$ cat src/rtl/core/tgfr_pkg.sv
// Shared types, constants and the glyph table of the text glyph framebuffer renderer.
package tgfr_pkg;

   // Widest store address: 256 columns by 16 pages.
   localparam int MAX_ADDR_W = 12;

   localparam int GLYPH_WIDTH = 5;
   localparam logic [7:0] CURSOR_STEP = 8'd7;
   localparam logic [7:0] DEGREE_CODE = 8'hB0;

   localparam logic [1:0] ACTION_CLEAR = 2'd0;
   localparam logic [1:0] ACTION_DRAW  = 2'd1;
   localparam logic [1:0] ACTION_READ  = 2'd2;
   localparam logic [1:0] ACTION_NONE  = 2'd3;

   // Five column bytes; entry 0 is the leftmost column.
   typedef logic [GLYPH_WIDTH-1:0][7:0] glyph_type;

   typedef struct packed {
      logic [1:0] action;
      logic [7:0] char_code;
      logic       start_req;
      logic [7:0] start_col;
      logic [2:0] page;
   } req_type;

   typedef struct packed {
      logic [7:0] pixel_byte;
      logic       last;
   } rsp_type;

   // One decoded operation for the back end.
   typedef struct packed {
      logic [1:0]            kind;
      glyph_type             glyph;
      logic [MAX_ADDR_W-1:0] addr;
      logic [7:0]            col;
      logic                  page_ok;
      logic                  last;
   } op_type;

   typedef struct packed {
      logic   valid;
      op_type op;
   } queue_head_type;

   typedef struct packed {
      logic strobe;
      logic last;
      logic init_busy;
   } back_status_type;

   function automatic glyph_type glyph_cols(input logic [7:0] c0, input logic [7:0] c1,
                                            input logic [7:0] c2, input logic [7:0] c3,
                                            input logic [7:0] c4);
      glyph_type g;
      g[0] = c0;
      g[1] = c1;
      g[2] = c2;
      g[3] = c3;
      g[4] = c4;
      return g;
   endfunction

   // Font lookup; any code outside the font gives the blank glyph.
   function automatic glyph_type glyph_lookup(input logic [7:0] code);
      glyph_type g;
      case (code)
         8'h2D:       g = glyph_cols(8'h00, 8'h00, 8'h08, 8'h00, 8'h00);
         8'h3A:       g = glyph_cols(8'h00, 8'h36, 8'h36, 8'h00, 8'h00);
         8'h2E:       g = glyph_cols(8'h00, 8'h60, 8'h60, 8'h00, 8'h00);
         8'h25:       g = glyph_cols(8'h62, 8'h64, 8'h08, 8'h13, 8'h23);
         DEGREE_CODE: g = glyph_cols(8'h06, 8'h09, 8'h09, 8'h06, 8'h00);
         8'h30:       g = glyph_cols(8'h3E, 8'h51, 8'h49, 8'h45, 8'h3E);
         8'h31:       g = glyph_cols(8'h00, 8'h42, 8'h7F, 8'h40, 8'h00);
         8'h32:       g = glyph_cols(8'h42, 8'h61, 8'h51, 8'h49, 8'h46);
         8'h33:       g = glyph_cols(8'h21, 8'h41, 8'h45, 8'h4B, 8'h31);
         8'h34:       g = glyph_cols(8'h18, 8'h14, 8'h12, 8'h7F, 8'h10);
         8'h35:       g = glyph_cols(8'h27, 8'h45, 8'h45, 8'h45, 8'h39);
         8'h36:       g = glyph_cols(8'h3C, 8'h4A, 8'h49, 8'h49, 8'h30);
         8'h37:       g = glyph_cols(8'h01, 8'h71, 8'h09, 8'h05, 8'h03);
         8'h38:       g = glyph_cols(8'h36, 8'h49, 8'h49, 8'h49, 8'h36);
         8'h39:       g = glyph_cols(8'h06, 8'h49, 8'h49, 8'h29, 8'h1E);
         8'h43:       g = glyph_cols(8'h3E, 8'h41, 8'h41, 8'h41, 8'h22);
         8'h48:       g = glyph_cols(8'h7F, 8'h08, 8'h08, 8'h08, 8'h7F);
         8'h4C:       g = glyph_cols(8'h7F, 8'h40, 8'h40, 8'h40, 8'h40);
         8'h50:       g = glyph_cols(8'h7F, 8'h09, 8'h09, 8'h09, 8'h06);
         8'h54:       g = glyph_cols(8'h01, 8'h01, 8'h7F, 8'h01, 8'h01);
         8'h61:       g = glyph_cols(8'h20, 8'h54, 8'h54, 8'h54, 8'h78);
         8'h63:       g = glyph_cols(8'h38, 8'h44, 8'h44, 8'h44, 8'h20);
         8'h68:       g = glyph_cols(8'h7F, 8'h10, 8'h08, 8'h08, 8'h70);
         8'h6C:       g = glyph_cols(8'h00, 8'h41, 8'h7F, 8'h40, 8'h00);
         8'h75:       g = glyph_cols(8'h3C, 8'h40, 8'h40, 8'h20, 8'h7C);
         8'h78:       g = glyph_cols(8'h44, 8'h28, 8'h10, 8'h28, 8'h44);
         default:     g = glyph_cols(8'h00, 8'h00, 8'h00, 8'h00, 8'h00);
      endcase
      return g;
   endfunction

endpackage

$ cat src/rtl/core/tgfr_front.sv
// Front end: decodes accepted requests, keeps the cursor and read pointer, builds operations.
module tgfr_front #(
   parameter int COLUMNS    = 128,
   parameter int PAGE_COUNT = 8
) (
   input  logic             clock,
   input  logic             reset,
   input  logic             accept,
   input  tgfr_pkg::req_type req,
   output logic             push,
   output tgfr_pkg::op_type op
);

   localparam int STORE_SIZE = COLUMNS * PAGE_COUNT;
   localparam int ADDR_W     = $clog2(STORE_SIZE);
   localparam int AW         = tgfr_pkg::MAX_ADDR_W;
   localparam logic [ADDR_W-1:0] LAST_ADDR  = ADDR_W'(STORE_SIZE - 1);
   localparam logic [4:0]        PAGE_LIMIT = 5'(PAGE_COUNT);

   logic [7:0]        cursor_col_ff,  cursor_col_in;
   logic [2:0]        cursor_page_ff, cursor_page_in;
   logic [ADDR_W-1:0] read_ptr_ff,    read_ptr_in;

   logic [7:0]        col_use;
   logic [2:0]        page_use;
   logic [ADDR_W-1:0] rp_use;
   logic [AW-1:0]     row_base;

   always_comb begin
      col_use  = req.start_req ? req.start_col : cursor_col_ff;
      page_use = req.start_req ? req.page : cursor_page_ff;
      rp_use   = req.start_req ? '0 : read_ptr_ff;
      row_base = AW'(page_use) * AW'(COLUMNS);

      push           = 1'b0;
      op             = '0;
      cursor_col_in  = cursor_col_ff;
      cursor_page_in = cursor_page_ff;
      read_ptr_in    = read_ptr_ff;

      if (accept) begin
         case (req.action)
            tgfr_pkg::ACTION_CLEAR: begin
               push    = 1'b1;
               op.kind = tgfr_pkg::ACTION_CLEAR;
            end
            tgfr_pkg::ACTION_DRAW: begin
               push           = 1'b1;
               op.kind        = tgfr_pkg::ACTION_DRAW;
               op.glyph       = tgfr_pkg::glyph_lookup(req.char_code);
               op.addr        = row_base;
               op.col         = col_use;
               op.page_ok     = {2'b00, page_use} < PAGE_LIMIT;
               cursor_col_in  = col_use + tgfr_pkg::CURSOR_STEP;
               cursor_page_in = page_use;
            end
            tgfr_pkg::ACTION_READ: begin
               push        = 1'b1;
               op.kind     = tgfr_pkg::ACTION_READ;
               op.addr     = AW'(rp_use);
               op.last     = (rp_use == LAST_ADDR);
               read_ptr_in = (rp_use == LAST_ADDR) ? '0 : rp_use + 1'b1;
            end
            default: begin
            end
         endcase
      end
   end

   always_ff @(posedge clock) begin
      if (reset) begin
         cursor_col_ff  <= '0;
         cursor_page_ff <= '0;
         read_ptr_ff    <= '0;
      end else begin
         cursor_col_ff  <= cursor_col_in;
         cursor_page_ff <= cursor_page_in;
         read_ptr_ff    <= read_ptr_in;
      end
   end

endmodule

$ cat config.mk
export PLATFORM = sky130hd
export DESIGN_NAME = tgfr_front
export DESIGN_NICKNAME = d
export VERILOG_FILES = /design/src/rtl/core/tgfr_pkg.sv /design/src/rtl/core/tgfr_front.sv
export SDC_FILE = /design/constraint.sdc
export NUM_CORES = 1
export LEC_CHECK = 0
export BUFFER_PORTS_ARGS = -buffer_cell sky130_fd_sc_hd__buf_2
export CORE_UTILIZATION = 45
export CTS_CLUSTER_SIZE = 10
export DETAILED_ROUTE_END_ITERATION = 8
export GPL_ROUTABILITY_DRIVEN = 0
export GPL_TIMING_DRIVEN = 0
export PLACE_DENSITY = 0.76
export SLEW_MARGIN = 30
export SYNTH_ARGS = -nofsm -noshare
export SYNTH_HDL_FRONTEND = slang
export SYNTH_SLANG_ARGS = --single-unit
$ cat constraint.sdc
create_clock -name clock -period 2.35 [get_ports clock]
set_clock_uncertainty 0.15 [all_clocks]
set_input_delay 0.1175 -clock clock [delete_from_list [all_inputs] [get_ports clock]]
set_output_delay 0.1175 -clock clock [all_outputs]
set_load 0.02 [all_outputs]
After elaboration in Yosys (flattened, before gate mapping)
Cells that the tools add are included.
{"block": "op_classes", "eq_ne": 29, "n_bitwise": 0, "n_lt_le_gt_ge": 0, "multipliers": 0, "addsub": 2, "reduce_logical": 4, "shifts": 0, "muxes": 13, "n_div": 0}
{"cell": "39-bit case mux with 26 select lines", "n": 1}
{"cell": "8-bit by 6-bit equality test with 1-bit output, second input constant", "n": 14}
{"cell": "8-bit by 7-bit equality test with 1-bit output, second input constant", "n": 11}
{"cell": "64-bit 2-to-1 mux", "n": 1}
{"cell": "40-bit 2-to-1 mux", "n": 1}
{"cell": "10-bit 2-to-1 mux", "n": 2}
{"cell": "10-bit case mux with 2 select lines", "n": 1}
{"cell": "10-bit by 1-bit adder with 10-bit output, second input constant", "n": 1}
{"cell": "10-bit equality test, second input constant", "n": 1}
{"cell": "9-bit 2-to-1 mux", "n": 1}
{"cell": "8-bit by 3-bit adder with 8-bit output, second input constant", "n": 1}
{"cell": "8-bit equality test, second input constant", "n": 1}
{"cell": "8-bit 2-to-1 mux", "n": 1}
{"cell": "2-bit case mux with 2 select lines", "n": 1}
{"cell": "2-bit AND reduction", "n": 2}
{"cell": "1-bit 2-to-1 mux", "n": 3}
{"cell": "3-bit 2-to-1 mux", "n": 1}
{"cell": "3-bit OR reduction", "n": 1}
{"cell": "2-bit by 1-bit equality test with 1-bit output, second input constant", "n": 1}
{"cell": "2-bit equality test, second input constant", "n": 1}
{"cell": "2-bit logical NOT", "n": 1}
{"block": "word_totals", "inputBits": 25, "wordCells": 51, "latchBits": 0, "rom_bits": 0, "n_memories": 0, "out_inout_bits": 65, "ram_bits": 0, "register_bits": 21}

Longest topological paths before layout
{"block": "logic_depth", "ltp_word": 4, "depth_mapped": 11, "ltp_nobuf": 8}

Worst setup path before layout
Ideal clock, no wire load.
{"block": "synth_timing", "path_kind": "input-to-reg", "from": "input port req[11] in the netlist's numbering", "to": "register read_ptr_ff[9]", "arrival_time_ns": 2.121, "setup_time_ns": 0.071, "path_stages": 11, "path_buffers": 4, "required_ns": 2.129, "setup_slack_ns": 0.009, "cell_sequence": "buf_2 -> buf_2 -> buf_2 -> buf_2 -> nor2b_1 -> ha_1 -> and4_1 -> and4_1 -> a2111oi_0 -> a31oi_1 -> a21oi_1"}
{"block": "synth_via", "elab_chain_cells": 3, "word_cells_on_any_way": 4, "cone_classes": "add/sub (1); eq/ne (1); mux (2)"}
{"element": "from (decl)", "line_no": "tgfr_front.sv:9", "rtl": "input tgfr_pkg::req_type req,"}
{"element": "10-bit 2-to-1 mux *", "line_no": "tgfr_front.sv:32", "rtl": "rp_use = req.start_req ? '0 : read_ptr_ff;"}
{"element": "10-bit by 1-bit adder with 10-bit output or 10-bit equality test (tied branches)", "line_no": "tgfr_front.sv:62", "rtl": "read_ptr_in = (rp_use == LAST_ADDR) ? '0 : rp_use + 1'b1;"}
{"element": "10-bit 2-to-1 mux *", "line_no": "tgfr_front.sv:62"}
{"element": "to (signal assigned)", "line_no": "tgfr_front.sv:78", "rtl": "read_ptr_ff <= read_ptr_in;"}
{"element": "to (decl)", "line_no": "tgfr_front.sv:22", "rtl": "logic [ADDR_W-1:0] read_ptr_ff, read_ptr_in;"}
Every way passes the cells marked *; elsewhere a longest branch is shown, timed or not.
A chain may end at the register's enable or synchronous reset.

==> key figures <==
CTS
  • Clock Pin Slew Worst Setup and Hold Paths: around 0.080 ns
  • CTS tree: built
  • # clock sinks: 21
  • H-tree Lvls: 1
  • CTS Buf Count: 3
  • Max clock buf depth: 2
  • Clock latency at the later pin of the worst-skew pair: ~0.27 ns
  • Root buffer cell: clkbuf_8

Place
  • DP Cell Count: ~700
  • Port bufs: between 80 and 90
  • Pre-CTS setup slack: -0.551 ns
  • Post-DP HPWL: 9150 µm

Status
  • Outcome: complete, no violations

STA
  • Crit share post-route: 0.996
  • Post-route worst setup slack: ~0.0087 ns
  • Finish-stage setup viols: 0
  • Hold Violations, Final: 0
  • Rel. slew slack: 0.474
  • Max Freq: roughly 0.43 GHz
  • Period minus WS final: around 2.3 ns
  • Slew Limit Fails: 0
  • Least-Margin Pin Slew: 0.790 ns

Power
  • Logic pwr share: 0.405
  • Total power: 1040 µW
  • Psw: 417 µW
  • P_int: 626 µW
  • Flop pwr share: 0.354
  • PwrDens: between 200 and 300 nW/µm²
  • Clock share of power: 0.242
  • Pleak: around 0.0016 µW
  • Switching share of power: 0.400
  • Worst vdd rail ir drop: around 0.00017 V

Die
  • I/O Pins: 90
  • Die X: a little under 90 µm
  • Core area: 6870 µm²
  • Cell Rows: 30
  • Die height: 86.9 µm
  • Die Area: 7560 µm²
  • Starting Density: 0.472

Final layout
  • Layout area overhead: 23.4%
  • Ratio of cells with drive above 1 in the final layout: 0.256
  • Layout Cells excl Fill: 694
  • Final net count: between 600 and 700
  • Most frequent cells in the layout: buf_2, nand2_1, a21oi_1, nor2_1, o21ai_0
  • Seq. cell area: 420 µm²
  • Commonest non-fill, non-tap cell in the layout: buf_2
  • Fillcell total: 682
  • Util after Layout: 0.583
  • Multi-input gate area: approximately 2600 µm²
  • N_diodes: 0

Routing
  • DR iter-0 viols: 663
  • Detailed-route via count: 4,472
  • DR pass1 iterations: 6
  • Drt via density: 6.44
  • Wire per inst: 18.0 µm
  • Routed wire length: 12,500 µm
  • # DRC: 0
  • Post-route ant nets: 0

Global routing
  • Global route overflow: 0
  • First-pass GRT wire length: 19,700 µm
  • Vias in the first global route: 4,115
  • GRT Util Overall: 0.329
  • Initial antenna violation count: 0
  • Largest net degree at the start of global routing: 14

Critical path
  • Critical path depth: 10
  • Critical R2R Launch: read_ptr_ff[1]$_SDFFE_PP0P_
  • Max FO, Critical Path: 10
  • CP Cell Sequence: buf_2 > buf_4 > buf_4 > clkbuf_4 > nor3b_1 > o2111ai_1 > nand3_1 > nor4_2 > nor2_1 > buf_2
  • Crit Path Category: input pin to output port
  • Slowest cell on the critical path: nor4_2
  • CP required: 2.08 ns
  • FF-to-FF path depth: 8
  • Crit-path max cell delay: roughly 0.38 ns
  • Crit start category: input pin
  • CP Capture Type: output port
  • CP arrival: 2.07 ns
  • Family with the most delay on the worst path: buffers and inverters
  • R2R Path End: read_ptr_ff[0]$_SDFFE_PP0P_
  • Reg2Reg Setup Slack: roughly 0.33 ns
  • CP Buf/Inv Count: 5

Logic synthesis
  • Main synth FF type: dfxtp_1
  • Seq/Total Area, Yosys: 0.130
  • Synthesized flop and latch total: 21
  • Yosys cell types: 69
  • Post-synth EDFFs: 0
  • Synth Cell Area: approximately 3200 µm²
  • Syn_area_per_cell: 6.47 µm²
  • Cell count after synthesis: 502
  • Asr flop ratio synth: 0
  • Yosys Warn Count: 0

Min path
  • Hold path depth: 3
  • Worst Hold Class: input pin to register
  • HP Start: req[7]
  • Hold Path End: cursor_col_ff[4]$_SDFFE_PP0P_

Run
  • Max_cap viols: 0
[stage by stage]
stage,setup TNS (ns),hold slack (ns),area [µm²]
2_1_floorplan,0,0.0396,3270
3_3_place_gp,-3.41,0.154,3790
3_5_place_dp,-3.65,0.163,3790
4_1_cts,0,0.0457,3920
5_1_grt,-0.0167,0.0575,4010
6_report,0,0.0557,4010
[repair_timing]
item	4_1_cts	5_1_grt
pin swaps	2	3
resized for setup	10	18
hold endpoints to repair	4	0
setup buffers	2	1
endpoints found under the setup margin	10	18
hold buffers	4	0
[final cells by class]
cell class | instances | share of cell area
clock inverter | 1 | 0.00125
multi-input combinational | 426 | 0.654
tap | 96 | 0.0300
sequential | 21 | 0.105
inverter | 8 | 0.00750
buffer | 51 | 0.0737
timing repair buffer | 88 | 0.118
clock buffer | 3 | 0.0103
[worst min-delay path, cell delays in order]
cell      delay (ns)
buf_2           0.12
nand4b_1        0.10
a31oi_1         0.08
[power by group through the flow]
stage | combinational (µW) | sequential, µW | clock, µW
CTS | 393 | 369 | 256
global placement | 377 | 377 | 0
global route | 450 | 370 | 268
floorplan | 269 | 376 | 0
finish | 422 | 369 | 252
detailed placement | 384 | 377 | 0
[per-layer routing]
layer  global-route usage  wire length [µm]  part of all wire
met1                0.428              4850              0.39
met2                0.508              5360              0.43
met3               0.0787              1650              0.13
met4                0.159               613             0.049
met5                    0                 0                 0
[synthesized netlist by cell type, types with 3 or more instances]
master,n,area share
and2_1,8,0.015
buf_4,13,0.030
xnor2_1,3,0.0081
o31a_1,3,0.0081
nand4_1,3,0.0058
buf_2,23,0.035
nor4b_2,3,0.014
a21o_1,3,0.0069
and3b_1,3,0.0081
mux2i_1,9,0.028
nor4bb_1,3,0.0093
o211ai_1,8,0.019
a21oi_1,54,0.083
clkbuf_1,9,0.010
a211oi_1,4,0.0093
nor3b_1,8,0.019
nor3_1,14,0.022
nand2b_1,4,0.0077
dfxtp_1,21,0.13
a22oi_1,6,0.014
a221oi_1,3,0.0081
nand3_1,28,0.043
buf_1,5,0.0058
nand4b_1,4,0.011
nor4_1,4,0.0077
a31oi_1,15,0.029
nand3b_1,7,0.016
inv_1,7,0.0081
nor2_1,50,0.058
ha_1,6,0.023
o21ai_0,36,0.056
nor2b_1,13,0.025
nand2_1,74,0.086
[worst max-delay path by stage]
stage | end | from
final | op[36] | req[15]
after detailed placement | read_ptr_ff[9]$_SDFFE_PP0P_ | req[11]
after CTS | op[0] | req[11]
after floorplan | read_ptr_ff[9]$_SDFFE_PP0P_ | req[11]
after global placement | read_ptr_ff[9]$_SDFFE_PP0P_ | req[11]
after global routing | op[42] | req[16]
[sequential cells by signal, indices dropped and copies added, names as in the netlist]
name / cells
cursor_col_ff: 8
cursor_page_ff: 3
read_ptr_ff: 10
[cells by family after synthesis]
| kind of cell | synth area share |
|---|---|
| other cells | 0.00116 |
| compound gates | 0.307 |
| buf+inv | 0.0995 |
| simple gates | 0.398 |
| flops | 0.130 |
| fa+ha+maj | 0.0231 |
| xor+xnor | 0.0135 |
| mux | 0.0278 |
Note: power is estimated with default switching activity, not from simulation.
