<file path="src/rtl/core/tgfr_pkg.sv">
// Shared types, constants and the glyph table of the text glyph framebuffer renderer.
package tgfr_pkg;

   // Widest store address: 256 columns by 16 pages.
   localparam int MAX_ADDR_W = 12;

   localparam int GLYPH_WIDTH = 5;
   localparam logic [7:0] CURSOR_STEP = 8'd7;
   localparam logic [7:0] DEGREE_CODE = 8'hB0;

   localparam logic [1:0] ACTION_CLEAR = 2'd0;
   localparam logic [1:0] ACTION_DRAW  = 2'd1;
   localparam logic [1:0] ACTION_READ  = 2'd2;
   localparam logic [1:0] ACTION_NONE  = 2'd3;

   // Five column bytes; entry 0 is the leftmost column.
   typedef logic [GLYPH_WIDTH-1:0][7:0] glyph_type;

   typedef struct packed {
      logic [1:0] action;
      logic [7:0] char_code;
      logic       start_req;
      logic [7:0] start_col;
      logic [2:0] page;
   } req_type;

   typedef struct packed {
      logic [7:0] pixel_byte;
      logic       last;
   } rsp_type;

   // One decoded operation for the back end.
   typedef struct packed {
      logic [1:0]            kind;
      glyph_type             glyph;
      logic [MAX_ADDR_W-1:0] addr;
      logic [7:0]            col;
      logic                  page_ok;
      logic                  last;
   } op_type;

   typedef struct packed {
      logic   valid;
      op_type op;
   } queue_head_type;

   typedef struct packed {
      logic strobe;
      logic last;
      logic init_busy;
   } back_status_type;

   function automatic glyph_type glyph_cols(input logic [7:0] c0, input logic [7:0] c1,
                                            input logic [7:0] c2, input logic [7:0] c3,
                                            input logic [7:0] c4);
      glyph_type g;
      g[0] = c0;
      g[1] = c1;
      g[2] = c2;
      g[3] = c3;
      g[4] = c4;
      return g;
   endfunction

   // Font lookup; any code outside the font gives the blank glyph.
   function automatic glyph_type glyph_lookup(input logic [7:0] code);
      glyph_type g;
      case (code)
         8'h2D:       g = glyph_cols(8'h00, 8'h00, 8'h08, 8'h00, 8'h00);
         8'h3A:       g = glyph_cols(8'h00, 8'h36, 8'h36, 8'h00, 8'h00);
         8'h2E:       g = glyph_cols(8'h00, 8'h60, 8'h60, 8'h00, 8'h00);
         8'h25:       g = glyph_cols(8'h62, 8'h64, 8'h08, 8'h13, 8'h23);
         DEGREE_CODE: g = glyph_cols(8'h06, 8'h09, 8'h09, 8'h06, 8'h00);
         8'h30:       g = glyph_cols(8'h3E, 8'h51, 8'h49, 8'h45, 8'h3E);
         8'h31:       g = glyph_cols(8'h00, 8'h42, 8'h7F, 8'h40, 8'h00);
         8'h32:       g = glyph_cols(8'h42, 8'h61, 8'h51, 8'h49, 8'h46);
         8'h33:       g = glyph_cols(8'h21, 8'h41, 8'h45, 8'h4B, 8'h31);
         8'h34:       g = glyph_cols(8'h18, 8'h14, 8'h12, 8'h7F, 8'h10);
         8'h35:       g = glyph_cols(8'h27, 8'h45, 8'h45, 8'h45, 8'h39);
         8'h36:       g = glyph_cols(8'h3C, 8'h4A, 8'h49, 8'h49, 8'h30);
         8'h37:       g = glyph_cols(8'h01, 8'h71, 8'h09, 8'h05, 8'h03);
         8'h38:       g = glyph_cols(8'h36, 8'h49, 8'h49, 8'h49, 8'h36);
         8'h39:       g = glyph_cols(8'h06, 8'h49, 8'h49, 8'h29, 8'h1E);
         8'h43:       g = glyph_cols(8'h3E, 8'h41, 8'h41, 8'h41, 8'h22);
         8'h48:       g = glyph_cols(8'h7F, 8'h08, 8'h08, 8'h08, 8'h7F);
         8'h4C:       g = glyph_cols(8'h7F, 8'h40, 8'h40, 8'h40, 8'h40);
         8'h50:       g = glyph_cols(8'h7F, 8'h09, 8'h09, 8'h09, 8'h06);
         8'h54:       g = glyph_cols(8'h01, 8'h01, 8'h7F, 8'h01, 8'h01);
         8'h61:       g = glyph_cols(8'h20, 8'h54, 8'h54, 8'h54, 8'h78);
         8'h63:       g = glyph_cols(8'h38, 8'h44, 8'h44, 8'h44, 8'h20);
         8'h68:       g = glyph_cols(8'h7F, 8'h10, 8'h08, 8'h08, 8'h70);
         8'h6C:       g = glyph_cols(8'h00, 8'h41, 8'h7F, 8'h40, 8'h00);
         8'h75:       g = glyph_cols(8'h3C, 8'h40, 8'h40, 8'h20, 8'h7C);
         8'h78:       g = glyph_cols(8'h44, 8'h28, 8'h10, 8'h28, 8'h44);
         default:     g = glyph_cols(8'h00, 8'h00, 8'h00, 8'h00, 8'h00);
      endcase
      return g;
   endfunction

endpackage

</file>
<file path="src/rtl/core/tgfr_queue.sv">
// Two-entry operation queue between the front and back ends.
module tgfr_queue (
   input  logic                     clock,
   input  logic                     reset,
   input  logic                     push,
   input  tgfr_pkg::op_type         push_op,
   input  logic                     pop,
   output logic                     full,
   output tgfr_pkg::queue_head_type head
);

   localparam logic [1:0] DEPTH = 2'd2;

   tgfr_pkg::op_type entries_ff [2];
   logic       wr_ptr_ff, wr_ptr_in;
   logic       rd_ptr_ff, rd_ptr_in;
   logic [1:0] count_ff,  count_in;

   always_comb begin
      full       = (count_ff == DEPTH);
      head.valid = (count_ff != 2'd0);
      head.op    = entries_ff[rd_ptr_ff];
      wr_ptr_in  = push ? ~wr_ptr_ff : wr_ptr_ff;
      rd_ptr_in  = pop ? ~rd_ptr_ff : rd_ptr_ff;
      count_in   = count_ff + {1'b0, push} - {1'b0, pop};
   end

   always_ff @(posedge clock) begin
      if (push) begin
         entries_ff[wr_ptr_ff] <= push_op;
      end
   end

   always_ff @(posedge clock) begin
      if (reset) begin
         wr_ptr_ff <= 1'b0;
         rd_ptr_ff <= 1'b0;
         count_ff  <= '0;
      end else begin
         wr_ptr_ff <= wr_ptr_in;
         rd_ptr_ff <= rd_ptr_in;
         count_ff  <= count_in;
      end
   end

   no_overflow: assert property (@(posedge clock) disable iff (reset) !(push && full))
      else $error("operation pushed into a full queue");

   no_underflow: assert property (@(posedge clock) disable iff (reset)
      pop |-> (count_ff != 2'd0))
      else $error("operation popped from an empty queue");

endmodule

</file>
<file path="config.mk">
export PLATFORM = sky130hd
export DESIGN_NAME = tgfr_queue
export DESIGN_NICKNAME = d
export VERILOG_FILES = /design/src/rtl/core/tgfr_pkg.sv /design/src/rtl/core/tgfr_queue.sv
export SDC_FILE = /design/constraint.sdc
export NUM_CORES = 1
export LEC_CHECK = 0
export BUFFER_PORTS_ARGS = -buffer_cell sky130_fd_sc_hd__buf_2
export CAP_MARGIN = 20
export CORE_MARGIN = 5
export CORE_UTILIZATION = 52
export CTS_CLUSTER_SIZE = 12
export DETAILED_ROUTE_END_ITERATION = 12
export GPL_TIMING_DRIVEN = 1
export PLACE_DENSITY = 0.77
export SLEW_MARGIN = 10
export SYNTH_ARGS = -nofsm -noshare
export SYNTH_HDL_FRONTEND = slang
export SYNTH_SLANG_ARGS = --single-unit
</file>
<file path="constraint.sdc">
create_clock -name clock -period 4.54 [get_ports clock]
set_input_delay 0.908 -clock clock [delete_from_list [all_inputs] [get_ports clock]]
set_output_delay 0.908 -clock clock [all_outputs]
set_load 0.03 [all_outputs]
</file>
## Word level (Yosys, flattened, before mapping)

Memories as Yosys holds them, arrays and structs flattened. A register that Yosys moved wholly into a read port is not among the register bits.
Index checks and enable logic that the tools add are counted.

| word-level totals | value |
|---|---|
| flip-flop bits (word level) | 4 |
| logic and storage cells | 14 |
| memories | 1 |
| RAM bits | 128 |

Memories:

| name | depth | bits a word | rd ports | clocked after memory_dff | wr ports | RTL line | source |
|---|---|---|---|---|---|---|---|
| entries_ff | 2 | 64 | 1 | 1 | 1 | tgfr_queue.sv:14 | `tgfr_pkg::op_type entries_ff [2];` |

| operators by class | value |
|---|---|
| multiplexer cells | 4 |
| reduce and logical (&&, ||, !) cells | 1 |
| bitwise operators | 2 |
| $add $sub $neg | 2 |
| eq/ne operators | 1 |

Operators by type and width:

| kind | number |
|---|---|
| $mux W1 | 4 |
| $add A2 B1 Y2 | 1 |
| $eq A2 B2 Y1 const B | 1 |
| $not A1 Y1 | 2 |
| $reduce_bool A2 Y1 | 1 |
| $sub A2 B1 Y2 | 1 |

## Logic depth before layout (Yosys ltp)

Gate-level depths: netlist of run 1.

| logic depth | value |
|---|---|
| depth in word-level cells | 3 |
| depth in mapped cells | 6 |

## Worst setup path before layout of run 1

No wires, ideal clock.

| path | value |
|---|---|
| kind | input-to-reg |
| from | input port push |
| to | memory entries_ff[0][0] (netlist name), enable pin |
| slack | 324 ps |
| arrival | 3722 ps |
| setup time | 494 ps |
| cell stages on the path | 1 |
| cell sequence | nor2b_1 |

| between the ends | value |
|---|---|
| word-level cells in the longest chain between the ends | 2 |

Ends and longest elaborated chain:

| what | RTL line | source |
|---|---|---|
| start, declared | tgfr_queue.sv:5 | `input logic push,` |
| $mux W1 | tgfr_queue.sv:29 | `if (push) begin` |
| $mux W1 (implied by the code) | tgfr_queue.sv:30 | `entries_ff[wr_ptr_ff] <= push_op;` |
| end, declared | tgfr_queue.sv:14 |  |

No other way between the ends.

==> results of run 1 <==
-- power groups by stage --
stage          Clock [mW]  Combinational, mW  Sequential, mW
2_1_floorplan           0              0.352            1.48
3_3_place_gp            0              0.435            1.49
3_5_place_dp            0              0.444            1.50
4_1_cts              1.39              0.446            1.48
5_1_grt              1.45              0.468            1.48
6_report             1.35              0.441            1.47
-- worst paths after layout --
check	startpoint	slack [ns]	to	cells after the start
hold reg to reg	rd_ptr_ff$_SDFFE_PP0P_	0.52	rd_ptr_ff$_SDFFE_PP0P_	2
setup / recovery	flip-flop	1.36	head[2]	3
hold / removal	rd_ptr_ff$_SDFFE_PP0P_	0.52	rd_ptr_ff$_SDFFE_PP0P_	2
setup reg to reg	wr_ptr_ff$_SDFFE_PP0P_	2.78	entries_ff[1][13]$_DFFE_PP_	3
-- cells by family after synthesis --
group         count (synthesis)
xor+xnor                      3
fa+ha+maj                     2
buf+inv                       9
flops                       133
mux                          64
simple gates                  9
-- critical path, cell delays in order (launching register included) --
cell	delay, ns
dfxtp_4	0.83
buf_4	0.38
mux2_2	0.36
buf_2	0.18
-- state kept, by name, summed over array words and instances, names as in the netlist, named ones only --
register    flops
wr_ptr_ff       1
rd_ptr_ff       1
entries_ff    128
count_ff        2
-- synthesized netlist by cell type (all sizes together) --
cell type	number
or2	1
nor2	4
nor2b	3
buf	7
inv	2
and2	1
xnor2	2
ha	2
xnor3	1
dfxtp	5
edfxtp	128
mux2	64
-- metrics by stage --
step	instance area [um^2]	setup WS [ns]	hold slack, ns	util	std cells
after floorplan	5140	0.3236	0.4799	-	220
after global placement	5903	1.881	0.4969	0.6067	484
after detailed placement	5903	1.847	0.5028	0.6067	484
after CTS	6505	1.294	0.5169	0.6686	516
after global routing	6525	1.242	0.5363	0.6707	517
final	6525	1.360	0.5165	0.6707	517
-- area by class of cell --
| cell class | instances | area (um^2) |
|---|---|---|
| clock inverters | 15 | 187.7 |
| clock buffers | 17 | 414.1 |
| multi-input cells | 78 | 1066 |
| repair buffers | 139 | 735.7 |
| fillers | 685 | 3204 |
| well taps | 133 | 166.4 |
| flip-flops and latches | 133 | 3948 |
| inverters | 2 | 7.507 |
-- metal layers --
metal | global-route usage | part of all wire | up-vias | wire length (um)
met1 | 0.1849 | 0.41 | 1191 | 3591
met5 | 0 | 0.0015 | - | 13
met2 | 0.2398 | 0.49 | 96 | 4261
li1 | - | - | 1176 | -
met4 | 0.06411 | 0.0091 | 2 | 79
met3 | 0.06577 | 0.084 | 9 | 730
==> reports/metrics.csv, run 1 <==
metric,value,unit
status,completed,
post-synthesis mux area share,0.1840,
post-route setup TNS,0,ns
Final setup viols,0,
detailed placement HPWL,5.887,mm
part of the Yosys area used for sequential elements,0.7673,
gpl congestion,0.7134,
deepest clock path buffer count,2,
Die ar.,11970,um^2
CTS root buf,clkbuf_8,
Unique masters post-synth,14,
final worst-path cycle share,0.7004,
CTS Sinks,133,
Comb pwr share,0.135,
"area leader, netlist",edfxtp_1,
Yosys Warn Count,0,
initial antenna violation count,1,
initial drt markers,80,
Max IR drop VDD,0.2978,mV
"antenna viol nets, final",0,
first-pass GRT wire length,13.16,mm
largest family of logic cells by synthesized area,multiplexers,
Synth top area share,0.7478,
clk_lat worst skew,0.50,ns
Static Leak,2.618,nW
PostCTS Resize Cnt,0,
Vias,2474,
syn nets,290,
minimum clock period after layout,3.180,ns
P_int,2.504,mW
endpoints failing hold,0,
crit path kind,reg2out,
FP Rows,36,
ant diodes,0,
die width,109.4,um
syn_area_per_cell,23.36,um^2
# Post-CTS Setup Buffers,0,
DR vias/cell,4.785,
max_slew headroom,0.4387,
CTS H-tree lvls,4,
Core Region,9729,um^2
"commonest non-fill, non-tap cell in the layout",buf_2,
most frequent cells in the layout,"buf_2, edfxtp_1, mux2_4",
Area Growth Syn to Fin,26.95,%
crit end category,output port,
largest net degree at the start of global routing,46,
remaining global-route overflow,0,
synth top area cells,"edfxtp_1, mux2_4, buf_12, dfxtp_1, mux2_2",
Num CTS Buffers,17,
FMAX,314.5,MHz
CP Max Fanout,39,
I/O Pins,134,
Least-Margin Pin Slew,0.8402,ns
Post-Route WL,8.677,mm
Max-Cap Viols,0,
Worst-path clk slew,0.06,ns
Post-Synth XOR/XNOR Area,0.007790,
type of origin of the critical path,flip-flop,
Post-Synth Adder-Cell Area,0.004869,
Mapped Area,5140,um^2
Max Slew Vio Count,0,
switching share of power,0.2339,
share of layout cells above drive strength 1,0.6120,
hold buffers post-CTS,0,
worst endpoint required time,3.63,ns
nets,441,
drt drc,0,
RSZ-0062 raised after global routing,no,
vias in the first global route,2640,
Synth Instances,220,
Routed WL per cell,16.78,um
crit path DAT,2.27,ns
pwr/cell area,500.8,nW/um^2
Hold Path Class,reg2reg,
Die H,109.4,um
port bufs,133,
Final Skew,0.006293,ns
"Power, Total",3.268,mW
sequential share of power,0.451,
drt pass-1 iters,4,
compound-cell area share of the yosys netlist,0,
Clock Power Share,0.414,
initial core utilization,0.5283,
Post-Synth Simple-Gate Area,0.009007,
NetSw,0.7645,mW
CTS tree,built,
Seq cells post-synth,133,
GR Util All Layers,0.1525,
(Power assumes the default switching activity.)
==> run 2, diff against run 1 <==
==> constraint.sdc (replaced) <==
create_clock -name clock -period 3.2 [get_ports clock]
set_input_delay 0.64 -clock clock [delete_from_list [all_inputs] [get_ports clock]]
set_output_delay 0.64 -clock clock [all_outputs]
set_load 0.03 [all_outputs]
==> reports/metrics.csv, run 2 (synthesis gave the netlist of run 1 again) <==
metric,value,unit,change
Core Region,9729,um^2,unchanged
Final setup viols,0,,unchanged
initial antenna violation count,0,,-1
final worst-path cycle share,0.8271,,
worst endpoint required time,2.56,ns,-1.07 ns
hold buffers post-CTS,0,,unchanged
CTS Sinks,133,,unchanged
die width,109.4,um,unchanged
detailed placement HPWL,5.842,mm,-0.76%
Max IR drop VDD,0.4031,mV,+35%
FP Rows,36,,unchanged
met2 GRT Util,0.2472,,+0.007411
Routed WL per cell,16.75,um,-0.22%
Num CTS Buffers,17,,unchanged
DR vias/cell,4.759,,-0.55%
most frequent cells in the layout,"buf_2, edfxtp_1, mux2_4",,
Comb pwr share,0.143,,+0.008
remaining global-route overflow,0,,unchanged
deepest clock path buffer count,2,,unchanged
drt pass-1 iters,4,,unchanged
initial core utilization,0.5283,,unchanged
post-route setup TNS,0,ns,unchanged
"antenna viol nets, final",0,,unchanged
status,completed,,
Area Growth Syn to Fin,25.32,%,
first-pass GRT wire length,13.12,mm,-0.27%
largest net degree at the start of global routing,65,,+41%
Final Cell Area,6441,um^2,-1.3%
Max Slew Vio Count,0,,unchanged
vias in the first global route,2628,,-0.45%
pwr/cell area,685.0,nW/um^2,+37%
Hold Path Class,in2reg,,
RSZ-0062 raised after global routing,no,,
Vias,2446,,-1.1%
initial drt markers,105,,+31%
ant diodes,0,,unchanged
clk_lat worst skew,0.51,ns,about the same
Biggest register,entries_ff,,
Hold Slack,0.3162,ns,-0.2002 ns
crit path DAT,2.01,ns,-0.26 ns
GRT met1 Usage,0.1793,,-0.005544
CTS root buf,clkbuf_8,,
Final Skew,0.004932,ns,-0.001361 ns
crit path kind,reg2out,,
CTS tree,built,,
Max-Cap Viols,0,,unchanged
drt drc,0,,unchanged
GR Util All Layers,0.1506,,-0.001852
switching share of power,0.2473,,+0.01337
port bufs,133,,unchanged
type of origin of the critical path,flip-flop,,
minimum clock period after layout,2.647,ns,
Largest regs,"entries_ff: 128 flops, count_ff: 2 flops",,
Clock Power Share,0.386,,-0.028
grt met3 use,0.04815,,-0.01762
nets,439,,-0.45%
max_slew headroom,0.4127,,-0.02598
P_int,3.321,mW,+33%
share of layout cells above drive strength 1,0.6142,,+0.002194
I/O Pins,134,,unchanged
CTS H-tree lvls,4,,unchanged
CP Max Fanout,23,,-41%
# Post-CTS Setup Buffers,0,,unchanged
max reg flops,128,,unchanged
FILL cells,687,,+0.29%
Util after Layout,0.6620,,-0.008616
PostCTS Resize Cnt,0,,unchanged
Worst-path clk slew,0.06,ns,about the same
Post-Route WL,8.608,mm,-0.80%
NetSw,1.091,mW,+43%
endpoints failing hold,0,,unchanged
most used routing layer in global routing,met2,,
sequential share of power,0.472,,+0.021
gpl congestion,0.6900,,-3.3%
crit end category,output port,,
FMAX,377.8,MHz,
Static Leak,2.578,nW,-1.5%
Least-Margin Pin Slew,0.8810,ns,+0.04075 ns
Die ar.,11970,um^2,unchanged
Post-DP Area,5909,um^2,+0.11%
"commonest non-fill, non-tap cell in the layout",buf_2,,
Die H,109.4,um,unchanged
run 2: area by class of cell:
class                   instances  area [um^2]  area share
clock buffers                  19        421.7     0.06546
clock inverters                12        110.1     0.01709
inverters                       2        7.507    0.001166
multi-input cells              78         1067      0.1657
flip-flops and latches        133         3948      0.6129
well taps                     133        166.4     0.02584
repair buffers                137        720.7      0.1119
run 2: worst paths after layout:
path	startpoint	end	slack [ns]	depth (start not counted)
min	push_op[28]	entries_ff[1][28]$_DFFE_PP_	0.32	1
max	flip-flop	head[59]	0.55	3
max reg2reg	wr_ptr_ff$_SDFFE_PP0P_	entries_ff[1][5]$_DFFE_PP_	1.61	1
min reg2reg	rd_ptr_ff$_SDFFE_PP0P_	flip-flop	0.52	2
run 2: per-stage QoR:
stage / setup slack [ns] / power, mW / std cells
after floorplan: 0.4489 / 2.594 / 220
after global placement: 1.077 / 2.741 / 483
after detailed placement: 1.046 / 2.758 / 483
after CTS: 0.4927 / 4.463 / 514
after global routing: 0.4440 / 4.584 / 514
final: 0.5533 / 4.412 / 514
run 2: power groups by stage:
| stage | clock network, mW | registers (mW) | logic, mW |
|---|---|---|---|
| finish | 1.70 | 2.08 | 0.630 |
| global route | 1.83 | 2.09 | 0.667 |
| CTS | 1.74 | 2.08 | 0.641 |
| detailed placement | 0 | 2.12 | 0.639 |
| global placement | 0 | 2.11 | 0.630 |
| floorplan | 0 | 2.09 | 0.499 |
run 2: worst max-delay path: stages, from the launching register on:
cell	delay, ns
dfxtp_4	0.63
buf_4	0.36
mux2_4	0.33
buf_2	0.18
run 2: per-layer routing:
layer	wire, um	share of wire	up-vias
li1	-	-	1165
met1	3465	0.40	1184
met2	4402	0.51	78
met3	579	0.067	19
met4	159	0.018	0
met5	0	0	-
