<file path="src/rtl/core/tgfr_pkg.sv">
// Shared types, constants and the glyph table of the text glyph framebuffer renderer.
package tgfr_pkg;

   // Widest store address: 256 columns by 16 pages.
   localparam int MAX_ADDR_W = 12;

   localparam int GLYPH_WIDTH = 5;
   localparam logic [7:0] CURSOR_STEP = 8'd7;
   localparam logic [7:0] DEGREE_CODE = 8'hB0;

   localparam logic [1:0] ACTION_CLEAR = 2'd0;
   localparam logic [1:0] ACTION_DRAW  = 2'd1;
   localparam logic [1:0] ACTION_READ  = 2'd2;
   localparam logic [1:0] ACTION_NONE  = 2'd3;

   // Five column bytes; entry 0 is the leftmost column.
   typedef logic [GLYPH_WIDTH-1:0][7:0] glyph_type;

   typedef struct packed {
      logic [1:0] action;
      logic [7:0] char_code;
      logic       start_req;
      logic [7:0] start_col;
      logic [2:0] page;
   } req_type;

   typedef struct packed {
      logic [7:0] pixel_byte;
      logic       last;
   } rsp_type;

   // One decoded operation for the back end.
   typedef struct packed {
      logic [1:0]            kind;
      glyph_type             glyph;
      logic [MAX_ADDR_W-1:0] addr;
      logic [7:0]            col;
      logic                  page_ok;
      logic                  last;
   } op_type;

   typedef struct packed {
      logic   valid;
      op_type op;
   } queue_head_type;

   typedef struct packed {
      logic strobe;
      logic last;
      logic init_busy;
   } back_status_type;

   function automatic glyph_type glyph_cols(input logic [7:0] c0, input logic [7:0] c1,
                                            input logic [7:0] c2, input logic [7:0] c3,
                                            input logic [7:0] c4);
      glyph_type g;
      g[0] = c0;
      g[1] = c1;
      g[2] = c2;
      g[3] = c3;
      g[4] = c4;
      return g;
   endfunction

   // Font lookup; any code outside the font gives the blank glyph.
   function automatic glyph_type glyph_lookup(input logic [7:0] code);
      glyph_type g;
      case (code)
         8'h2D:       g = glyph_cols(8'h00, 8'h00, 8'h08, 8'h00, 8'h00);
         8'h3A:       g = glyph_cols(8'h00, 8'h36, 8'h36, 8'h00, 8'h00);
         8'h2E:       g = glyph_cols(8'h00, 8'h60, 8'h60, 8'h00, 8'h00);
         8'h25:       g = glyph_cols(8'h62, 8'h64, 8'h08, 8'h13, 8'h23);
         DEGREE_CODE: g = glyph_cols(8'h06, 8'h09, 8'h09, 8'h06, 8'h00);
         8'h30:       g = glyph_cols(8'h3E, 8'h51, 8'h49, 8'h45, 8'h3E);
         8'h31:       g = glyph_cols(8'h00, 8'h42, 8'h7F, 8'h40, 8'h00);
         8'h32:       g = glyph_cols(8'h42, 8'h61, 8'h51, 8'h49, 8'h46);
         8'h33:       g = glyph_cols(8'h21, 8'h41, 8'h45, 8'h4B, 8'h31);
         8'h34:       g = glyph_cols(8'h18, 8'h14, 8'h12, 8'h7F, 8'h10);
         8'h35:       g = glyph_cols(8'h27, 8'h45, 8'h45, 8'h45, 8'h39);
         8'h36:       g = glyph_cols(8'h3C, 8'h4A, 8'h49, 8'h49, 8'h30);
         8'h37:       g = glyph_cols(8'h01, 8'h71, 8'h09, 8'h05, 8'h03);
         8'h38:       g = glyph_cols(8'h36, 8'h49, 8'h49, 8'h49, 8'h36);
         8'h39:       g = glyph_cols(8'h06, 8'h49, 8'h49, 8'h29, 8'h1E);
         8'h43:       g = glyph_cols(8'h3E, 8'h41, 8'h41, 8'h41, 8'h22);
         8'h48:       g = glyph_cols(8'h7F, 8'h08, 8'h08, 8'h08, 8'h7F);
         8'h4C:       g = glyph_cols(8'h7F, 8'h40, 8'h40, 8'h40, 8'h40);
         8'h50:       g = glyph_cols(8'h7F, 8'h09, 8'h09, 8'h09, 8'h06);
         8'h54:       g = glyph_cols(8'h01, 8'h01, 8'h7F, 8'h01, 8'h01);
         8'h61:       g = glyph_cols(8'h20, 8'h54, 8'h54, 8'h54, 8'h78);
         8'h63:       g = glyph_cols(8'h38, 8'h44, 8'h44, 8'h44, 8'h20);
         8'h68:       g = glyph_cols(8'h7F, 8'h10, 8'h08, 8'h08, 8'h70);
         8'h6C:       g = glyph_cols(8'h00, 8'h41, 8'h7F, 8'h40, 8'h00);
         8'h75:       g = glyph_cols(8'h3C, 8'h40, 8'h40, 8'h20, 8'h7C);
         8'h78:       g = glyph_cols(8'h44, 8'h28, 8'h10, 8'h28, 8'h44);
         default:     g = glyph_cols(8'h00, 8'h00, 8'h00, 8'h00, 8'h00);
      endcase
      return g;
   endfunction

endpackage

</file>
<file path="src/rtl/core/tgfr_back.sv">
// Back end: carries out clear sweeps, glyph column writes and store reads.
module tgfr_back #(
   parameter int COLUMNS    = 128,
   parameter int STORE_SIZE = 1024
) (
   input  logic                              clock,
   input  logic                              reset,
   input  tgfr_pkg::queue_head_type          head,
   output logic                              pop,
   output logic                              wr_en,
   output logic [$clog2(STORE_SIZE)-1:0]     wr_addr,
   output logic [7:0]                        wr_data,
   output logic                              rd_en,
   output logic [$clog2(STORE_SIZE)-1:0]     rd_addr,
   output tgfr_pkg::back_status_type         status
);

   localparam int ADDR_W = $clog2(STORE_SIZE);
   localparam int AW     = tgfr_pkg::MAX_ADDR_W;
   localparam logic [ADDR_W-1:0] LAST_ADDR = ADDR_W'(STORE_SIZE - 1);
   localparam logic [8:0]        COL_LIMIT = 9'(COLUMNS);
   localparam logic [2:0]        LAST_STEP = 3'(tgfr_pkg::GLYPH_WIDTH - 1);

   localparam logic [1:0] ST_IDLE  = 2'd0;
   localparam logic [1:0] ST_CLEAR = 2'd1;
   localparam logic [1:0] ST_DRAW  = 2'd2;

   logic [1:0]          state_ff,   state_in;
   logic [ADDR_W-1:0]   clr_idx_ff, clr_idx_in;
   logic [2:0]          step_ff,    step_in;
   logic                init_ff,    init_in;
   logic                strobe_ff,  strobe_in;
   logic                last_ff,    last_in;
   tgfr_pkg::glyph_type glyph_ff,   glyph_in;
   logic [AW-1:0]       base_ff,    base_in;
   logic [7:0]          col_ff,     col_in;
   logic                page_ok_ff, page_ok_in;

   tgfr_pkg::glyph_type sel_glyph;
   logic [AW-1:0]       sel_base;
   logic [7:0]          sel_col;
   logic                sel_ok;
   logic [2:0]          sel_step;
   logic [8:0]          col_sum;
   logic                col_wr_en;
   logic [AW-1:0]       draw_addr;

   always_comb begin
      // The first column is written straight from the queue head.
      if (state_ff == ST_DRAW) begin
         sel_glyph = glyph_ff;
         sel_base  = base_ff;
         sel_col   = col_ff;
         sel_ok    = page_ok_ff;
         sel_step  = step_ff;
      end else begin
         sel_glyph = head.op.glyph;
         sel_base  = head.op.addr;
         sel_col   = head.op.col;
         sel_ok    = head.op.page_ok;
         sel_step  = 3'd0;
      end
      col_sum   = {1'b0, sel_col} + {6'b000000, sel_step};
      col_wr_en = sel_ok && (col_sum < COL_LIMIT);
      draw_addr = sel_base + AW'(col_sum);

      pop        = 1'b0;
      wr_en      = 1'b0;
      wr_addr    = draw_addr[ADDR_W-1:0];
      wr_data    = sel_glyph[sel_step];
      rd_en      = 1'b0;
      rd_addr    = head.op.addr[ADDR_W-1:0];
      state_in   = state_ff;
      clr_idx_in = clr_idx_ff;
      step_in    = step_ff;
      init_in    = init_ff;
      strobe_in  = 1'b0;
      last_in    = 1'b0;
      glyph_in   = glyph_ff;
      base_in    = base_ff;
      col_in     = col_ff;
      page_ok_in = page_ok_ff;

      case (state_ff)
         ST_IDLE: begin
            if (head.valid) begin
               pop = 1'b1;
               case (head.op.kind)
                  tgfr_pkg::ACTION_CLEAR: begin
                     state_in   = ST_CLEAR;
                     clr_idx_in = '0;
                  end
                  tgfr_pkg::ACTION_DRAW: begin
                     wr_en      = col_wr_en;
                     glyph_in   = head.op.glyph;
                     base_in    = head.op.addr;
                     col_in     = head.op.col;
                     page_ok_in = head.op.page_ok;
                     step_in    = 3'd1;
                     state_in   = ST_DRAW;
                  end
                  tgfr_pkg::ACTION_READ: begin
                     rd_en     = 1'b1;
                     strobe_in = 1'b1;
                     last_in   = head.op.last;
                  end
                  default: begin
                  end
               endcase
            end
         end
         ST_CLEAR: begin
            wr_en      = 1'b1;
            wr_addr    = clr_idx_ff;
            wr_data    = 8'h00;
            clr_idx_in = clr_idx_ff + 1'b1;
            if (clr_idx_ff == LAST_ADDR) begin
               state_in = ST_IDLE;
               init_in  = 1'b0;
            end
         end
         ST_DRAW: begin
            wr_en   = col_wr_en;
            step_in = step_ff + 1'b1;
            if (step_ff == LAST_STEP) begin
               state_in = ST_IDLE;
            end
         end
         default: begin
            state_in = ST_IDLE;
         end
      endcase
   end

   always_ff @(posedge clock) begin
      glyph_ff   <= glyph_in;
      base_ff    <= base_in;
      col_ff     <= col_in;
      page_ok_ff <= page_ok_in;
      last_ff    <= last_in;
   end

   always_ff @(posedge clock) begin
      if (reset) begin
         state_ff   <= ST_CLEAR;
         clr_idx_ff <= '0;
         step_ff    <= '0;
         init_ff    <= 1'b1;
         strobe_ff  <= 1'b0;
      end else begin
         state_ff   <= state_in;
         clr_idx_ff <= clr_idx_in;
         step_ff    <= step_in;
         init_ff    <= init_in;
         strobe_ff  <= strobe_in;
      end
   end

   assign status.strobe    = strobe_ff;
   assign status.last      = last_ff;
   assign status.init_busy = init_ff;

   no_port_clash: assert property (@(posedge clock) disable iff (reset) !(wr_en && rd_en))
      else $error("store written and read in the same cycle");

   strobe_follows_read: assert property (@(posedge clock) disable iff (reset)
      strobe_ff |-> $past(rd_en))
      else $error("result strobe without a store read in the previous cycle");

   draw_step_range: assert property (@(posedge clock) disable iff (reset)
      (state_ff == ST_DRAW) |-> (step_ff != 3'd0 && step_ff <= LAST_STEP))
      else $error("draw column step out of range");

   init_is_clearing: assert property (@(posedge clock) disable iff (reset)
      init_ff |-> (state_ff == ST_CLEAR))
      else $error("start-up clearing pass left early");

endmodule

</file>
<file path="config.mk">
export PLATFORM = sky130hd
export DESIGN_NAME = tgfr_back
export DESIGN_NICKNAME = d
export VERILOG_FILES = /design/src/rtl/core/tgfr_pkg.sv /design/src/rtl/core/tgfr_back.sv
export SDC_FILE = /design/constraint.sdc
export NUM_CORES = 1
export LEC_CHECK = 0
export BUFFER_PORTS_ARGS = -buffer_cell sky130_fd_sc_hd__buf_2
export CAP_MARGIN = 0
export CORE_MARGIN = 5
export CORE_UTILIZATION = 26
export DETAILED_ROUTE_END_ITERATION = 8
export SLEW_MARGIN = 20
export SYNTH_ARGS = -nofsm -noshare
export SYNTH_HDL_FRONTEND = slang
export SYNTH_SLANG_ARGS = --single-unit
</file>
<file path="constraint.sdc">
create_clock -name clock -period 10.2 [get_ports clock]
set_input_delay 1.53 -clock clock [delete_from_list [all_inputs] [get_ports clock]]
set_output_delay 1.53 -clock clock [all_outputs]
set_load 0.02 [all_outputs]
</file>
Word level (Yosys, flattened, before mapping)
Cells that the tools add are included.
W data, S select, Z words.
{"block": "totals", "reg_bits": 77, "inputBits": 67}
{"block": "op_classes", "n_addsub": 4, "eq_ne": 12, "n_reduce_logical": 11, "n_mux": 28, "order_cmp": 2}
{"op": "$mux W10", "count": 4}
{"op": "$mux W40", "count": 1}
{"op": "$bmux W8 S3", "count": 1}
{"op": "$mux W8", "count": 3}
{"op": "$pmux W10 S2", "count": 1}
{"op": "$reduce_and A3 Y1", "count": 4}
{"op": "$add A10 B1 Y10 const B", "count": 1}
{"op": "$add A10 B9 Y10", "count": 1}
{"op": "$eq A10 B10 Y1 const B", "count": 1}
{"op": "$add A8 B3 Y9", "count": 1}
{"op": "$lt A9 B8 Y1 const B", "count": 1}
{"op": "$mux W3", "count": 3}
{"op": "$mux W1", "count": 8}
{"op": "$mux W2", "count": 3}
{"op": "$ne A2 B1 Y1 const B", "count": 3}
{"op": "$pmux W2 S3", "count": 1}
{"op": "$pmux W3 S2", "count": 1}
{"op": "$eq A2 B1 Y1 const B", "count": 2}
{"op": "$eq A2 B2 Y1 const B", "count": 2}
{"op": "$logic_not A2 Y1", "count": 2}
{"op": "$lt A3 B4 Y1 const B", "count": 1}
{"op": "$ne A2 B2 Y1 const B", "count": 2}
{"op": "$pmux W2 S2", "count": 1}
{"op": "$reduce_and A4 Y1", "count": 1}
{"op": "other kinds (7)", "count": 8}

Depth between registers and ports, before layout
{"block": "logic_depth", "word_depth": 8, "depth_mapped": 21, "mapped_depth_nobuf": 19}

Worst setup path before layout
Ideal clock, no wire load.
{"block": "synth_timing", "path_type": "input-to-output", "from": "in head[64] (netlist name)", "to": "out wr_en", "path_slack_ps": 1395, "path_buffers": 0, "cell_stages": 4, "t_required_ps": 8670, "t_arrival_ps": 7275, "path_cell_list": "nand2_1 nor3b_1 a22oi_1 o31ai_1"}
{"block": "synth_via", "elab_chain_cells": 2}
{"element": "start, declared", "line": "tgfr_back.sv:8", "source": "input tgfr_pkg::queue_head_type head,"}
{"element": "$mux W1", "line": "tgfr_back.sv:86", "source": "if (head.valid) begin"}
{"element": "$pmux W1 S3", "line": "tgfr_back.sv:84", "source": "case (state_ff)"}
{"element": "end, declared", "line": "tgfr_back.sv:10", "source": "output logic wr_en,"}
Every way passes these cells.

Worst setup path after layout
{"block": "layout_timing", "from": "reg state_ff[0]", "to": "out wr_addr[9]"}
{"block": "layout_via", "elab_chain_cells": 5}
{"element": "start, declared", "line": "tgfr_back.sv:28", "source": "logic [1:0] state_ff, state_in;"}
{"element": "start signal, assigned", "line": "tgfr_back.sv:151", "source": "state_ff <= state_in;"}
{"element": "$eq A2 B2 Y1", "line": "tgfr_back.sv:50", "source": "if (state_ff == ST_DRAW) begin"}
{"element": "$mux W8 or $mux W3 (tied branches)", "line": "tgfr_back.sv:50"}
{"element": "$add A8 B3 Y9", "line": "tgfr_back.sv:63", "source": "col_sum = {1'b0, sel_col} + {6'b000000, sel_step};"}
{"element": "$add A10 B9 Y10", "line": "tgfr_back.sv:65", "source": "draw_addr = sel_base + AW'(col_sum);"}
{"element": "$mux W10 (*)", "line": "tgfr_back.sv:84"}
{"element": "end, declared", "line": "tgfr_back.sv:11", "source": "output logic [$clog2(STORE_SIZE)-1:0] wr_addr,"}
Mark *: on every way between the ends. The rest lies on a longest branch, timed or not.

==> results.txt <==
Synth Register Bits -> 77
top_reg_cell synth -> edfxtp_1
Final min period -> 6696 ps
Worst Setup SP -> state_ff[0]
routed via count -> 2,903
Vias per Instance -> 4.564
Slew Viols, Final -> 0
DRC viols -> 0
fmax -> 149.4 MHz
Post-synth EDFFs -> 59
ys async rst share -> 0%
Initial DRC Count -> 104
CTS HTree Levels -> 3
Syn Inst Count -> 358
Ys Warns -> 0
Worst Path Required -> 8670 ps
sequential element share of the synthesized area -> 54.06%
arrival time of the worst setup path -> 5170 ps
Leakage -> 1.942 nW
fin cells -> 636
Worst setup SP type -> flop
Pre-Repair DR Iteration Count -> 4
cts bufs inserted -> 9
worst path bufs/invs -> 1
syn_nets -> 440
Max-cap violations -> 0
post-synth top area share -> 44.92%
Core Region -> 15,030 µm²
count leader, synth -> nand2_1
Area contributors post-synth -> edfxtp_1 (45%), dfxtp_1 (9.1%), nand2_1 (6.5%), mux4_2 (4.6%), ha_1 (4.4%)
FF-to-FF setup slack -> 8000 ps
hold depth -> 2
# setup viols final -> 0
synth cell count leaders -> nand2_1 (68), edfxtp_1 (59), nor2_1 (32), dfxtp_1 (18), ha_1 (14)
Post-CTS Resized -> 0
CTS Buffer Depth -> 2
Max IR drop VDD -> 0.06872 mV
hold buffer count at CTS -> 0
min-delay src -> init_ff
cells along the critical path -> nand2b_1 > nor2_1 > ha_1 > ha_1 > a31o_2 > a21o_1 > nand2_1 > xor2_1 > o21ai_1 > ha_1 > o21a_1 > o21ai_0 > o21bai_1 > maj3_2 > a21oi_2 > xor2_1 > o221ai_1 > buf_2
Final period util -> 65.64%
Critical Path Fanout Max -> 23
CP top delay family -> compound AO/OA/AOI/OAI gates
grt ovf -> 0
width of the die -> 133.2 µm
R2R Path End -> base_ff[7]
drt wl/cell -> 15.64 µm
Core Util, Final -> 32.37%
Worst path slowest cell -> nand2b_1
Post-Syn Area -> 3944 µm²
vias in the first global route -> 3,015
GRT Total Usage -> 11.53%
IO Count -> 101
Hold Vio Cnt, Final -> 0
die area -> 17,730 µm²
setup TNS -> 0 ps
global-route wire length before repair -> 15,830 µm
run status -> finished, final reports clean
Cell Pwr Density -> 150.7 nW/µm²
Setup Fix Bufs, Post-CTS -> 0
clock input transition at the sequential cells of the worst setup and hold paths -> 60 ps
layout cells sized above 1 -> 28.57%
Synth area leader -> edfxtp_1
largest net degree at the start of global routing -> 65
clock sinks -> 77
initial antenna violation count -> 0
total routed wirelength -> 9948 µm
starting density of the core -> 26.23%
Final Skew -> 3.482 ps
crit end category -> primary output
RePlAce Congestion -> 0.7810
DRT antenna net count -> 0
critical path's largest stage delay -> 840 ps
CTS tree -> done
dpl cells -> 620
measured slew at the worst slew-check pin -> 971.1 ps
WS Path Type -> reg -> out
worst hold endpoint -> init_ff
Most common cell on crit path -> ha_1
r2r startpoint -> state_ff[1]
diode count -> 0
Row Count -> 45
hpwl dp -> 7217 µm
die height -> 133.2 µm
clock latency on the worst-skew pair -> 340 ps
CTS root buffer -> clkbuf_16
Reg2Reg Depth -> 4
RSZ-0062 raised after global routing -> false
Layout Nets -> 525
Slew headroom -> 35.26%
area grow syn2layout -> 23.38%
number of I/O port buffers -> 98
Mean Syn Cell Area -> 11.02 µm²
worst hold path class -> reg -> reg
Unique masters post-synth -> 47
==> power breakdown <==
part	switching [mW]	internal (mW)
registers	0.00119	0.338
clock network	0.127	0.214
logic	0.0291	0.0239
total	0.158	0.576
==> stage by stage <==
step / setup slack [ps] / hold WS, ps / total power [mW] / cell area (µm²)
final: 3504 / 472.7 / 0.7333 / 4866
after floorplan: 1396 / 434.8 / 0.3771 / 3944
after detailed placement: 3800 / 462.0 / 0.3990 / 4539
after global routing: 2951 / 514.2 / 0.7635 / 4866
after CTS: 3412 / 470.4 / 0.7441 / 4856
after global placement: 3808 / 480.5 / 0.3977 / 4539
==> cells by family after synthesis <==
group / after synthesis / share of synthesized area [%]
and+or+nand+nor: 132 / 14.44
muxes: 12 / 5.584
AOI/OAI and AO/OA: 62 / 10.76
adders and majority gates: 17 / 5.489
DFF: 77 / 54.06
xor gates and xnor gates: 23 / 5.108
buffers and inverters: 35 / 4.568
==> state kept, by name (all words and copies together) (netlist names) <==
signal,flops
last_ff,1
step_ff,3
init_ff,1
strobe_ff,1
glyph_ff,40
clr_idx_ff,10
base_ff,10
col_ff,8
page_ok_ff,1
state_ff,2
==> cell usage in the layout, fill, tap and decap left out, drive strengths merged, types with 3 or more instances in the layout <==
cell	Yosys	final
inv	9	9
nor3	6	6
nand2	68	68
and3	3	3
o31ai	13	13
buf	17	99
mux2i	4	4
nand3	6	6
clkbuf	8	10
o21ai	14	14
dfxtp	18	18
ha	14	14
nor2	32	32
nor2b	3	3
mux4	8	8
a221oi	9	9
a21oi	12	12
xor2	12	12
a211oi	3	3
nand2b	3	3
edfxtp	59	59
clkinv	1	3
xnor2	11	11
==> final cells by class <==
cell class,instances,area (µm²)
clock buffer,10,229.0
fill,1510,10170
multi-input combinational,246,1647
tap,188,235.2
inverter,10,37.54
sequential,77,2132
timing repair buffer,99,498.0
clock inverter,6,87.58
==> how the worst max path moves through the flow <==
stage	slack, ps	to	cells after the start
after floorplan	1400	wr_en	4
after global placement	3810	wr_addr[9]	19
after detailed placement	3800	wr_addr[9]	18
after CTS	3410	wr_addr[9]	18
after global routing	2950	wr_addr[9]	19
final	3500	wr_addr[9]	18
==> worst reg2reg max path: stages (launching register included) <==
cell and delay, ps:
dfxtp_1 530, nor2_1 240, nand2_1 170, nor3b_2 190, buf_4 650
==> routing by layer <==
metal  GRT usage, %  wire [µm]  up-vias
met5              0          0        -
met4          6.400        292        0
met3          2.153        381       18
met2          18.23       4744       67
met1          14.90       4529     1361
li1               -          -     1457
(Power assumes the default switching activity.)
